`src/rtl/utf8d_pkg.sv`:
```
`default_nettype none
// ---------------------------------------------------------------------------
// utf8d_pkg
// Types and constants shared by the UTF-8 stream decoder modules.
// ---------------------------------------------------------------------------
package utf8d_pkg;

  localparam int CP_W = 21;

  localparam logic [CP_W-1:0] REPL_CP = 21'h00FFFD;

  // Byte classification masks and patterns
  localparam logic [7:0] CONT_MASK = 8'hC0;
  localparam logic [7:0] CONT_PAT  = 8'h80;
  localparam logic [7:0] LEAD2_MASK = 8'hE0;
  localparam logic [7:0] LEAD2_PAT  = 8'hC0;
  localparam logic [7:0] LEAD3_MASK = 8'hF0;
  localparam logic [7:0] LEAD3_PAT  = 8'hE0;
  localparam logic [7:0] LEAD4_MASK = 8'hF8;
  localparam logic [7:0] LEAD4_PAT  = 8'hF0;

  // Results caused by one input byte: a run of replacements, then
  // optionally one final code point.
  typedef struct packed {
    logic [1:0]      rep_cnt;
    logic            has_final;
    logic [CP_W-1:0] final_cp;
  } desc_t;

endpackage
`default_nettype wire

```
`src/rtl/utf8d_decode.sv`:
```
`default_nettype none
// ---------------------------------------------------------------------------
// utf8d_decode
// Sequence state and per-byte decode into a registered result descriptor.
// ---------------------------------------------------------------------------
module utf8d_decode (
  input  wire logic              clk,
  input  wire logic              rst_n,
  input  wire logic              byte_valid,
  output logic                   byte_ready,
  input  wire logic [7:0]        byte_in,
  output logic                   desc_valid,
  input  wire logic              desc_ready,
  output utf8d_pkg::desc_t       desc
);
  import utf8d_pkg::*;

  logic [CP_W-1:0] pv_r, pv_nxt;
  logic [1:0]      be_r, be_nxt;
  logic [1:0]      cs_r, cs_nxt;
  logic            dv_r, dv_nxt;
  desc_t           d_r, d_nxt;

  logic            accept;
  logic            pend;
  logic            is_cont;
  logic [1:0]      cs_inc;
  logic [CP_W-1:0] pv_shift;
  logic            lead_path;
  logic            nonempty;

  assign byte_ready = !dv_r || desc_ready;
  assign accept     = byte_valid && byte_ready;
  assign pend       = (be_r != 2'd0);
  assign is_cont    = ((byte_in & CONT_MASK) == CONT_PAT);
  assign cs_inc     = cs_r + 2'd1;
  assign pv_shift   = {pv_r[CP_W-7:0], byte_in[5:0]};

  // Next state and result descriptor for the byte on the input
  always_comb begin
    pv_nxt    = pv_r;
    be_nxt    = be_r;
    cs_nxt    = cs_r;
    d_nxt     = '0;
    lead_path = 1'b0;
    if (byte_in == 8'h00) begin
      // end of text: flush pending sequence
      d_nxt.rep_cnt = pend ? cs_inc : 2'd0;
      pv_nxt = '0;
      be_nxt = 2'd0;
      cs_nxt = 2'd0;
    end else if (pend && is_cont) begin
      if (cs_inc >= be_r) begin
        d_nxt.has_final = 1'b1;
        d_nxt.final_cp  = pv_shift;
        pv_nxt = '0;
        be_nxt = 2'd0;
        cs_nxt = 2'd0;
      end else begin
        pv_nxt = pv_shift;
        cs_nxt = cs_inc;
      end
    end else begin
      // broken sequence drops pending bytes, then decodes as lead
      d_nxt.rep_cnt = pend ? cs_inc : 2'd0;
      pv_nxt = '0;
      be_nxt = 2'd0;
      cs_nxt = 2'd0;
      lead_path = 1'b1;
    end

    if (lead_path) begin
      if (byte_in[7] == 1'b0) begin
        d_nxt.has_final = 1'b1;
        d_nxt.final_cp  = {{(CP_W-8){1'b0}}, byte_in};
      end else if ((byte_in & LEAD2_MASK) == LEAD2_PAT) begin
        pv_nxt = {{(CP_W-5){1'b0}}, byte_in[4:0]};
        be_nxt = 2'd1;
      end else if ((byte_in & LEAD3_MASK) == LEAD3_PAT) begin
        pv_nxt = {{(CP_W-4){1'b0}}, byte_in[3:0]};
        be_nxt = 2'd2;
      end else if ((byte_in & LEAD4_MASK) == LEAD4_PAT) begin
        pv_nxt = {{(CP_W-3){1'b0}}, byte_in[2:0]};
        be_nxt = 2'd3;
      end else begin
        d_nxt.has_final = 1'b1;
        d_nxt.final_cp  = REPL_CP;
      end
    end
  end

  assign nonempty = (d_nxt.rep_cnt != 2'd0) || d_nxt.has_final;

  // Descriptor stage occupancy
  always_comb begin
    dv_nxt = dv_r;
    if (accept) begin
      dv_nxt = nonempty;
    end else if (desc_ready) begin
      dv_nxt = 1'b0;
    end
  end

  // Sequence state and descriptor valid
  always_ff @(posedge clk) begin
    if (!rst_n) begin
      pv_r <= '0;
      be_r <= 2'd0;
      cs_r <= 2'd0;
      dv_r <= 1'b0;
    end else begin
      dv_r <= dv_nxt;
      if (accept) begin
        pv_r <= pv_nxt;
        be_r <= be_nxt;
        cs_r <= cs_nxt;
      end
    end
  end

  // Descriptor payload
  always_ff @(posedge clk) begin
    if (accept) begin
      d_r <= d_nxt;
    end
  end

  assign desc_valid = dv_r;
  assign desc       = d_r;

endmodule
`default_nettype wire

```
`src/rtl/utf8d_emit.sv`:
```
`default_nettype none
// ---------------------------------------------------------------------------
// utf8d_emit
// Output register that plays one descriptor out as its result transfers.
// ---------------------------------------------------------------------------
module utf8d_emit (
  input  wire logic                       clk,
  input  wire logic                       rst_n,
  input  wire logic                       desc_valid,
  output logic                            desc_ready,
  input  wire utf8d_pkg::desc_t           desc,
  output logic                            out_valid,
  input  wire logic                       out_ready,
  output logic [utf8d_pkg::CP_W-1:0]      out_cp,
  output logic                            out_last
);
  import utf8d_pkg::*;

  logic [1:0]      rep_r, rep_nxt;
  logic            fin_r, fin_nxt;
  logic [CP_W-1:0] cp_r;
  logic            busy;
  logic            xfer;
  logic            load;

  assign busy = (rep_r != 2'd0) || fin_r;

  // Current item: replacements first, final code point last
  always_comb begin
    if (rep_r != 2'd0) begin
      out_cp   = REPL_CP;
      out_last = (rep_r == 2'd1) && !fin_r;
    end else begin
      out_cp   = cp_r;
      out_last = 1'b1;
    end
  end

  assign out_valid  = busy;
  assign xfer       = out_valid && out_ready;
  assign desc_ready = !busy || (xfer && out_last);
  assign load       = desc_valid && desc_ready;

  // Item counters
  always_comb begin
    rep_nxt = rep_r;
    fin_nxt = fin_r;
    if (load) begin
      rep_nxt = desc.rep_cnt;
      fin_nxt = desc.has_final;
    end else if (xfer) begin
      if (out_last) begin
        rep_nxt = 2'd0;
        fin_nxt = 1'b0;
      end else begin
        rep_nxt = rep_r - 2'd1;
      end
    end
  end

  always_ff @(posedge clk) begin
    if (!rst_n) begin
      rep_r <= 2'd0;
      fin_r <= 1'b0;
    end else begin
      rep_r <= rep_nxt;
      fin_r <= fin_nxt;
    end
  end

  always_ff @(posedge clk) begin
    if (load) begin
      cp_r <= desc.final_cp;
    end
  end

endmodule
`default_nettype wire

```
`src/rtl/utf8_stream_decoder.sv`:
```
`default_nettype none
// ---------------------------------------------------------------------------
// utf8_stream_decoder
// Streaming UTF-8 to code point decoder.
// ---------------------------------------------------------------------------
// Usage:
//   The in_ channel takes one text byte per transfer; byte 0 ends the text,
//   flushes any pending sequence as U+FFFD results and clears the state.
//   The out_ channel gives code points, one per transfer; out_tlast marks
//   the final result caused by one input byte. Bytes that only extend a
//   sequence give no result.
//   Each result passes the descriptor register, then the output register.
//   Throughput: one input byte per cycle while each byte causes at most one
//   result and the receiver does not stall; a byte that causes k results
//   occupies the output for k transfers (k is 0 to 4, set by the replacement
//   run of a broken sequence). The descriptor register decouples the two
//   sides, so one more byte that causes a result is taken while a result
//   waits on a stalled receiver; further such bytes wait.
//   Reset (rst_n low, synchronous) clears the sequence state and drops all
//   pending results. A stalled output holds its value and out_tlast.
// ---------------------------------------------------------------------------
module utf8_stream_decoder (
  input  wire logic        clk,
  input  wire logic        rst_n,
  input  wire logic        in_tvalid,
  output logic             in_tready,
  input  wire logic [7:0]  in_tdata,   // [7:0] byte_in
  output logic             out_tvalid,
  input  wire logic        out_tready,
  output logic [23:0]      out_tdata,  // [20:0] code_point, [23:21] zero
  output logic             out_tlast   // last
);
  import utf8d_pkg::*;

  logic            desc_valid;
  logic            desc_ready;
  desc_t           desc;
  logic [CP_W-1:0] cp;

  // Byte decode and sequence state
  utf8d_decode u_decode (
    .clk        (clk),
    .rst_n      (rst_n),
    .byte_valid (in_tvalid),
    .byte_ready (in_tready),
    .byte_in    (in_tdata),
    .desc_valid (desc_valid),
    .desc_ready (desc_ready),
    .desc       (desc)
  );

  // Result serializer
  utf8d_emit u_emit (
    .clk        (clk),
    .rst_n      (rst_n),
    .desc_valid (desc_valid),
    .desc_ready (desc_ready),
    .desc       (desc),
    .out_valid  (out_tvalid),
    .out_ready  (out_tready),
    .out_cp     (cp),
    .out_last   (out_tlast)
  );

  assign out_tdata = {{(24-CP_W){1'b0}}, cp};

endmodule
`default_nettype wire

```
`config.mk`:
```
export PLATFORM = sky130hd
export DESIGN_NAME = utf8_stream_decoder
export DESIGN_NICKNAME = d
export VERILOG_FILES = /design/src/rtl/utf8d_pkg.sv /design/src/rtl/utf8d_decode.sv /design/src/rtl/utf8d_emit.sv /design/src/rtl/utf8_stream_decoder.sv
export SDC_FILE = /design/constraint.sdc
export NUM_CORES = 1
export LEC_CHECK = 0
export ABC_AREA = 1
export BUFFER_PORTS_ARGS = -buffer_cell sky130_fd_sc_hd__buf_4
export CAP_MARGIN = 20
export CORE_ASPECT_RATIO = 2
export CORE_UTILIZATION = 40
export CTS_BUF_LIST = sky130_fd_sc_hd__clkbuf_8
export CTS_CLUSTER_DIAMETER = 100
export DETAILED_ROUTE_END_ITERATION = 8
export GPL_TIMING_DRIVEN = 0
export HOLD_SLACK_MARGIN = 0.06
export PLACE_DENSITY = 0.64
export SYNTH_ARGS = -nofsm -noshare
export SYNTH_HDL_FRONTEND = slang
export SYNTH_HIERARCHICAL = 1
export SYNTH_SLANG_ARGS = --single-unit
```
`constraint.sdc`:
```
create_clock -name clk -period 5.1 [get_ports clk]
set_clock_uncertainty 0.2 [all_clocks]
set_input_delay 0 -clock clk [delete_from_list [all_inputs] [get_ports clk]]
set_output_delay 0 -clock clk [all_outputs]
set_load 0.01 [all_outputs]
```
==> results of run 1 <==
[cells by family after synthesis]
group,synth area share [%]
DFF,60.87
other,0.1260
and+or+nand+nor,21.90
xor gates and xnor gates,0.2943
adders and majority gates,0.8406
AOI/OAI and AO/OA,8.491
buffers and inverters,7.482
[layout make-up]
| class | count | share of cell area (%) |
|---|---|---|
| Sequential cell | 68 | 48.07 |
| Timing Repair Buffer | 54 | 12.02 |
| Tap cell | 92 | 3.054 |
| Inverter | 42 | 4.183 |
| Multi-Input combinational cell | 185 | 25.20 |
| Buffer | 10 | 1.760 |
| Clock buffer | 9 | 3.287 |
| Clock inverter | 7 | 2.424 |
[through the flow]
| stage | cell area (um^2) | power [mW] | hold WS [ns] | setup WS [ns] | util, % |
|---|---|---|---|---|---|
| final | 3769 | 1.269 | 0.2181 | 1.982 | 52.26 |
| after global routing | 3769 | 1.331 | 0.2255 | 1.779 | 52.26 |
| after CTS | 3769 | 1.288 | 0.2193 | 1.972 | 52.26 |
| after detailed placement | 3363 | 0.8064 | 0.09071 | 2.633 | 46.63 |
| after global placement | 3362 | 0.8033 | 0.06148 | 2.100 | 46.62 |
| after floorplan | 2984 | 0.7403 | -0.06839 | 2.538 | - |
[power groups by stage]
stage	registers, mW	clock network [mW]	logic [mW]
2_1_floorplan	0.643	0	0.0968
3_3_place_gp	0.646	0	0.157
3_5_place_dp	0.647	0	0.160
4_1_cts	0.634	0.483	0.171
5_1_grt	0.637	0.507	0.187
6_report	0.634	0.466	0.169
[synth_stat cells (3+ instances only)]
library cell   n
inv_2          4
nand3_1        5
nor2_1        18
buf_4          3
inv_1         38
edfxtp_1      45
o21ai_0       11
clkbuf_1       4
dfxtp_1       23
nand2_2        8
nand2_1       74
or2_1         14
a21oi_1       25
nand2_4        4
nor2_4         3
[placed cells by master (no fill, tap or decap), drive strengths merged]
cell,Yosys,layout
a21boi,1,1
nand4,1,1
o21ai,13,13
a211oi,1,1
nand3,6,6
edfxtp,45,45
inv,42,44
dlygate4sd3,0,19
nor3,2,2
nor2,24,24
a21oi,27,27
clkinv,0,3
xnor2,1,1
bufinv,0,2
or2,15,15
dfxtp,23,23
o211ai,2,2
o31ai,1,1
conb,1,3
clkbuf,4,13
nand2,86,86
buf,6,41
ha,2,2
[flip-flops by register name (all words and copies together), names as in the netlist]
register and flops:
u_decode/pv_r 15, u_decode/cs_r 2, u_decode/desc_valid 1, u_emit/cp_r 21, u_decode/desc 24, u_emit/fin_r 1, u_emit/rep_r 2, u_decode/be_r 2
[per-layer routing]
metal  vias up  wire length [um]  share of wire, %  global-route usage [%]
met4         0               188               3.6                   10.90
li1       1108                 -                 -                       -
met2        43              2926                56                   28.49
met5         -                 0                 0                       0
met1       950              1905                37                   12.97
met3        12               166               3.2                   3.388
[worst paths after layout]
| check | startpoint | end | slack, ns | cells past startpoint |
|---|---|---|---|---|
| hold / removal | u_decode/desc[5]$_DFFE_PP_ | u_emit/cp_r[5]$_DFFE_PP_ | 0.22 | 0 |
| hold reg to reg | u_decode/desc[5]$_DFFE_PP_ | u_emit/cp_r[5]$_DFFE_PP_ | 0.22 | 0 |
| setup / recovery | u_decode/cs_r[0]$_SDFFE_PN0P_ | u_decode/pv_r[5]$_SDFFE_PN0P_ | 1.98 | 10 |
| setup reg to reg | u_decode/cs_r[0]$_SDFFE_PN0P_ | u_decode/pv_r[5]$_SDFFE_PN0P_ | 1.98 | 10 |
[timing repair]
action,in CTS,in global routing
endpoints found under the hold margin,24,0
gates resized for setup,0,0
hold buffers,19,0
==> out/metrics.cfg, run 1 <==
[worst_setup_path]
max_stage_delay_ns = 0.56
crit_chain = xnor2_1, inv_1, ha_1, a21oi_1, nand2_4, nor2_4, nand2_1, dlygate4sd3_1, a21oi_1, dlygate4sd3_1
critical_path.slowest_cell = dlygate4sd3_1
worstSetupEndpointType = flip-flop
cp.required_ns = 5.18
critPathMaxFanout = 6
cp.arrival_ns = 3.19
crit_buf_inv = 3
path_delay_family = buffers and inverters
critPathKind = flip-flop to flip-flop
startpoint_type = flip-flop

[global_routing]
antenna_found_initial = 0
grt_pass1_vias = 2014
grt_usage_pct = 14.80
grt_max_degree = 34
gr-total-overflow = 0
grt_pass1_wl_mm = 8.562

[die]
die_y_um = 124.0
initial_utilization_pct = 41.27
rows = 44
fp.dieArea_um2 = 7811
die_width_um = 63.00
ioPinCount = 39
placeableCoreArea_um2 = 7212

[timing]
slew_violations = 0
fin_crit_ns = 3.118
tns_ns = 0
period_share_pct = 61.13
tightest_slew_ns = 0.7170
slew_headroom_pct = 52.20
rsz0062_at_grt = false
hold_violations = 0
finalSetupViolCount = 0
timing.fmax_mhz = 320.7

[clock_tree]
cts_root_buf = clkbuf_8
cts_buffers = 9
clkLatencyLatePin_ns = 0.33
cts_tree = yes
cts_sinks = 68
cts_setup_buffers = 0
clkSlewWorstSetupHoldPaths_ns = 0.07
clk_path_buf_depth = 2
h-tree-depth = 3

[finish]
seq_area_um2 = 1812
final_cells = 467
drive_gt1_share_pct = 22.67
antenna_cells = 0
multiInputGateArea_um2 = 949.7
area_delta_synth_final_pct = 26.61
final_nets = 384
fillers = 701

[synthesis]
synth_flop_cell = edfxtp_1
syn_area_per_cell_um2 = 9.824
ys_types = 33
async_flop_share_pct = 0
synth_edf_count = 45
ys_ff_latch = 68
synth_top_area_cell = edfxtp_1
yosys-top-cells-area = edfxtp_1 (45%), dfxtp_1 (15%), nand2_1 (9.3%)
synth_top_cell_area_share_pct = 45.40
synthCells = 303
synth_warnings = 6
synth_area_um2 = 2977
ys_seq_area_share_pct = 60.87

[power_and_ir_drop]
swShare_pct = 23.34
switchingPower_mw = 0.2962
clock_power_share_pct = 36.7
p_int_mw = 0.9730
power_frac_seq_pct = 50.0
p_per_area_nw_per_um2 = 336.8
power_leakage_nw = 1.576
combPwrFrac_pct = 13.3
peakVddDrop_mv = 0.1486

[run_status]
status = finished, final reports clean

[detailed_routing]
num_vias = 2113
drtIter0Drc = 59
ant_nets = 0
viasPerCell = 4.525
wire_per_inst_um = 11.11
drc_errors = 0
dr.pass1.iters = 4
wirelength_mm = 5.187

[run]
cap_violations = 0

[hold_path]
hold_class = flip-flop to flip-flop

[placement]
gp_congestion = 0.9002
io_buffers = 35
dp_hpwl_mm = 3.821
dp_cells = 432

No activity file was read; power rests on OpenSTA's default activity.
==> run 2, diff against run 1 <==
--- a/config.mk
+++ b/config.mk
@@ -5,7 +5,7 @@
 export SDC_FILE = /design/constraint.sdc
 export NUM_CORES = 1
 export LEC_CHECK = 0
-export ABC_AREA = 1
+export ABC_AREA = 0
 export BUFFER_PORTS_ARGS = -buffer_cell sky130_fd_sc_hd__buf_4
 export CAP_MARGIN = 20
 export CORE_ASPECT_RATIO = 2
@@ -15,7 +15,7 @@
 export DETAILED_ROUTE_END_ITERATION = 8
 export GPL_TIMING_DRIVEN = 0
 export HOLD_SLACK_MARGIN = 0.06
-export PLACE_DENSITY = 0.64
+export PLACE_DENSITY = 0.66
 export SYNTH_ARGS = -nofsm -noshare
 export SYNTH_HDL_FRONTEND = slang
 export SYNTH_HIERARCHICAL = 1
==> constraint.sdc (replaced) <==
create_clock -name clk -period 2.86 [get_ports clk]
set_clock_uncertainty 0.2 [all_clocks]
set_input_delay 0 -clock clk [delete_from_list [all_inputs] [get_ports clk]]
set_output_delay 0 -clock clk [all_outputs]
set_load 0.01 [all_outputs]
==> out/metrics.cfg, run 2 <==
[worst_setup_path]
crit_buf_inv = 2  ; -1
ff2ff_setup_slack_ns = 0.23  ; -1.75 ns
worstSetupEndpointType = flip-flop
cp.required_ns = 2.94  ; -2.24 ns
startpoint_type = flip-flop
critical_path.slowest_cell = dlygate4sd3_1
critPathMaxFanout = 30  ; +24
cp.arrival_ns = 2.71  ; -0.48 ns
path_delay_family = simple AND/OR/NAND/NOR gates
critPathKind = flip-flop to flip-flop
max_stage_delay_ns = 0.54  ; -0.02 ns
crit_chain = nor2b_2, o22ai_2, nand2b_4, and2_4, buf_6, nor2b_1, a22o_1, dlygate4sd3_1

[synthesis]
synth_top_area_cell = edfxtp_1
syn_area_per_cell_um2 = 12.83  ; +31%
yosys-top-cells-area = edfxtp_1 (47%), dfxtp_1 (16%), a22o_1 (4.2%)
synth_flop_cell = edfxtp_1
async_flop_share_pct = 0  ; unchanged
synth_top_cell_area_share_pct = 46.81  ; +1.4 points
ys_types = 48  ; +45%
synth.top_cells.by_count = edfxtp_1 (45), dfxtp_1 (23), or3_1 (16)
synth_warnings = 6  ; unchanged
synth_area_um2 = 2887  ; -3.0%
ys_ff_latch = 68  ; unchanged
yosysMostFrequentCell = edfxtp_1
synthCells = 225  ; -26%
synth_edf_count = 45  ; unchanged
ys_seq_area_share_pct = 62.77  ; +1.9 points

[die]
die_y_um = 122.1  ; -1.5%
initial_utilization_pct = 41.59  ; +0.32 points
placeableCoreArea_um2 = 6940  ; -3.8%
rows = 43  ; -2.3%
die_width_um = 62.07  ; -1.5%
fp.dieArea_um2 = 7580  ; -3.0%
ioPinCount = 39  ; unchanged

[detailed_routing]
drtIter0Drc = 89  ; +51%
drc_errors = 0  ; unchanged
dr.pass1.iters = 5  ; +1
num_vias = 1984  ; -6.1%
viasPerCell = 5.221  ; +15%
wire_per_inst_um = 14.29  ; +29%
wirelength_mm = 5.432  ; +4.7%
ant_nets = 0  ; unchanged

[global_routing]
grt_pass1_wl_mm = 8.873  ; +3.6%
antenna_found_initial = 0  ; unchanged
gr-total-overflow = 0  ; unchanged
grt_usage_pct = 16.57  ; +1.8 points
grt_max_degree = 31  ; -8.8%
grt_pass1_vias = 1915  ; -4.9%

[clock_tree]
h-tree-depth = 3  ; unchanged
cts_hold_buf = 14  ; -5
ctsResizeCount = 0  ; unchanged
cts_sinks = 68  ; unchanged
clkSlewWorstSetupHoldPaths_ns = 0.07  ; about the same
cts_root_buf = clkbuf_8
clkLatencyLatePin_ns = 0.33  ; about the same
cts_buffers = 9  ; unchanged
cts_tree = yes
clk_path_buf_depth = 2  ; unchanged
cts_setup_buffers = 0  ; unchanged

[timing]
finalSetupViolCount = 0  ; unchanged
timing.fmax_mhz = 380.1  ; +19%
period_share_pct = 91.99  ; +31 points
slew_violations = 0  ; unchanged
fin_crit_ns = 2.631  ; -0.4868 ns
rsz0062_at_grt = false
tightest_slew_ns = 0.8780  ; +0.1609 ns
hold_ws_ns = 0.2192  ; +0.001088 ns
tns_ns = 0  ; unchanged
slew_headroom_pct = 41.47  ; -11 points
worst_slack_ns = 0.2290  ; -1.753 ns
hold_violations = 0  ; unchanged

[finish]
antenna_cells = 0  ; unchanged
final_nets = 300  ; -22%
drive_gt1_share_pct = 25.86  ; +3.2 points
fillers = 627  ; -11%
layout_commonest_cell = edfxtp_1
multiInputGateArea_um2 = 962.2  ; +1.3%
final_cells = 380  ; -19%
fin_area_um2 = 3583  ; -4.9%
area_delta_synth_final_pct = 24.14
seq_area_um2 = 1812  ; unchanged
largest_reg_flops = 24  ; unchanged
final_cell_mix = edfxtp_1 (45), buf_4 (38), dfxtp_1 (23), or3_1 (16)
final_util_pct = 51.63  ; -0.62 points

[hold_path]
hold_class = flip-flop to flip-flop

[power_and_ir_drop]
power_leakage_nw = 1.505  ; -4.5%
p_total_mw = 2.063  ; +63%
p_per_area_nw_per_um2 = 575.6  ; +71%
peakVddDrop_mv = 0.2854  ; +92%

[placement]
dp_hpwl_mm = 4.007  ; +4.9%
io_buffers = 34  ; -2.9%
dpl_cell_area_um2 = 3262  ; -3.0%
post-place-ws_ns = 0.4724  ; -2.160 ns
dp_cells = 351  ; -19%
gp_congestion = 0.9276  ; +3.0%

[run_status]
status = finished, final reports clean

[run]
cap_violations = 0  ; unchanged

-- run 2: cell count changes in the layout (fill, tap and decap cells not counted), sizes merged, moves of 6 or more --
cell,before,now
o21ai,13,6
and2,0,10
nor2,24,5
and3,0,6
a22o,0,14
or3,0,16
a21oi,27,9
or2,15,1
a21o,0,10
inv,44,6
nand2,86,12
buf,41,47
-- run 2: cells by family after synthesis --
family	synth area share, %
AND/OR/NAND/NOR	14.22
other	0.1299
buffers and inverters	4.161
flip-flops	62.77
AO/OA/AOI/OAI	16.08
XOR/XNOR	0.3035
adder cells (fa/ha/maj)	0.8668
multiplexers	1.474
-- run 2: final timing paths --
| kind | end | start | cells past startpoint |
|---|---|---|---|
| hold reg to reg | u_emit/cp_r[10]$_DFFE_PP_ | u_decode/desc[10]$_DFFE_PP_ | 0 |
| setup reg to reg | u_decode/pv_r[5]$_SDFFE_PN0P_ | u_emit/fin_r$_SDFFE_PN0P_ | 8 |
| hold / removal | u_emit/cp_r[10]$_DFFE_PP_ | u_decode/desc[10]$_DFFE_PP_ | 0 |
| setup / recovery | u_decode/pv_r[5]$_SDFFE_PN0P_ | u_emit/fin_r$_SDFFE_PN0P_ | 8 |
-- run 2: worst register-to-register path: cells and delay by family, from the launching register on --
kind | cells | cell delay (ns)
AND/OR/NAND/NOR | 4 | 0.96
buffers and inverters | 2 | 0.72
flip-flops | 1 | 0.41
AO/OA/AOI/OAI | 2 | 0.30
-- run 2: area by class of cell --
class / instances / share of cell area [%]
plain buffers: 15 / 2.828
clock buffers: 9 / 3.457
clock inverters: 6 / 1.606
inverters: 5 / 0.5237
multi-input cells: 139 / 26.85
flip-flops and latches: 68 / 50.56
well taps: 90 / 3.142
repair buffers: 48 / 11.03
-- run 2: metal layers --
layer  part of all wire [%]  global-route usage (%)  up-vias
met5                      0                       0        -
met1                     36                   16.95      920
met2                     54                   27.39       73
met3                    4.6                   4.034       19
met4                    5.4                   12.50        0
li1                       -                       -      972
-- run 2: power breakdown --
part	leakage, nW	switching, mW	internal, mW	total (mW)
combinational	0.782	0.116	0.112	0.228
sequential	0.623	0.0159	1.10	1.12
clock	0.100	0.327	0.391	0.718
total	1.50	0.459	1.60	2.06
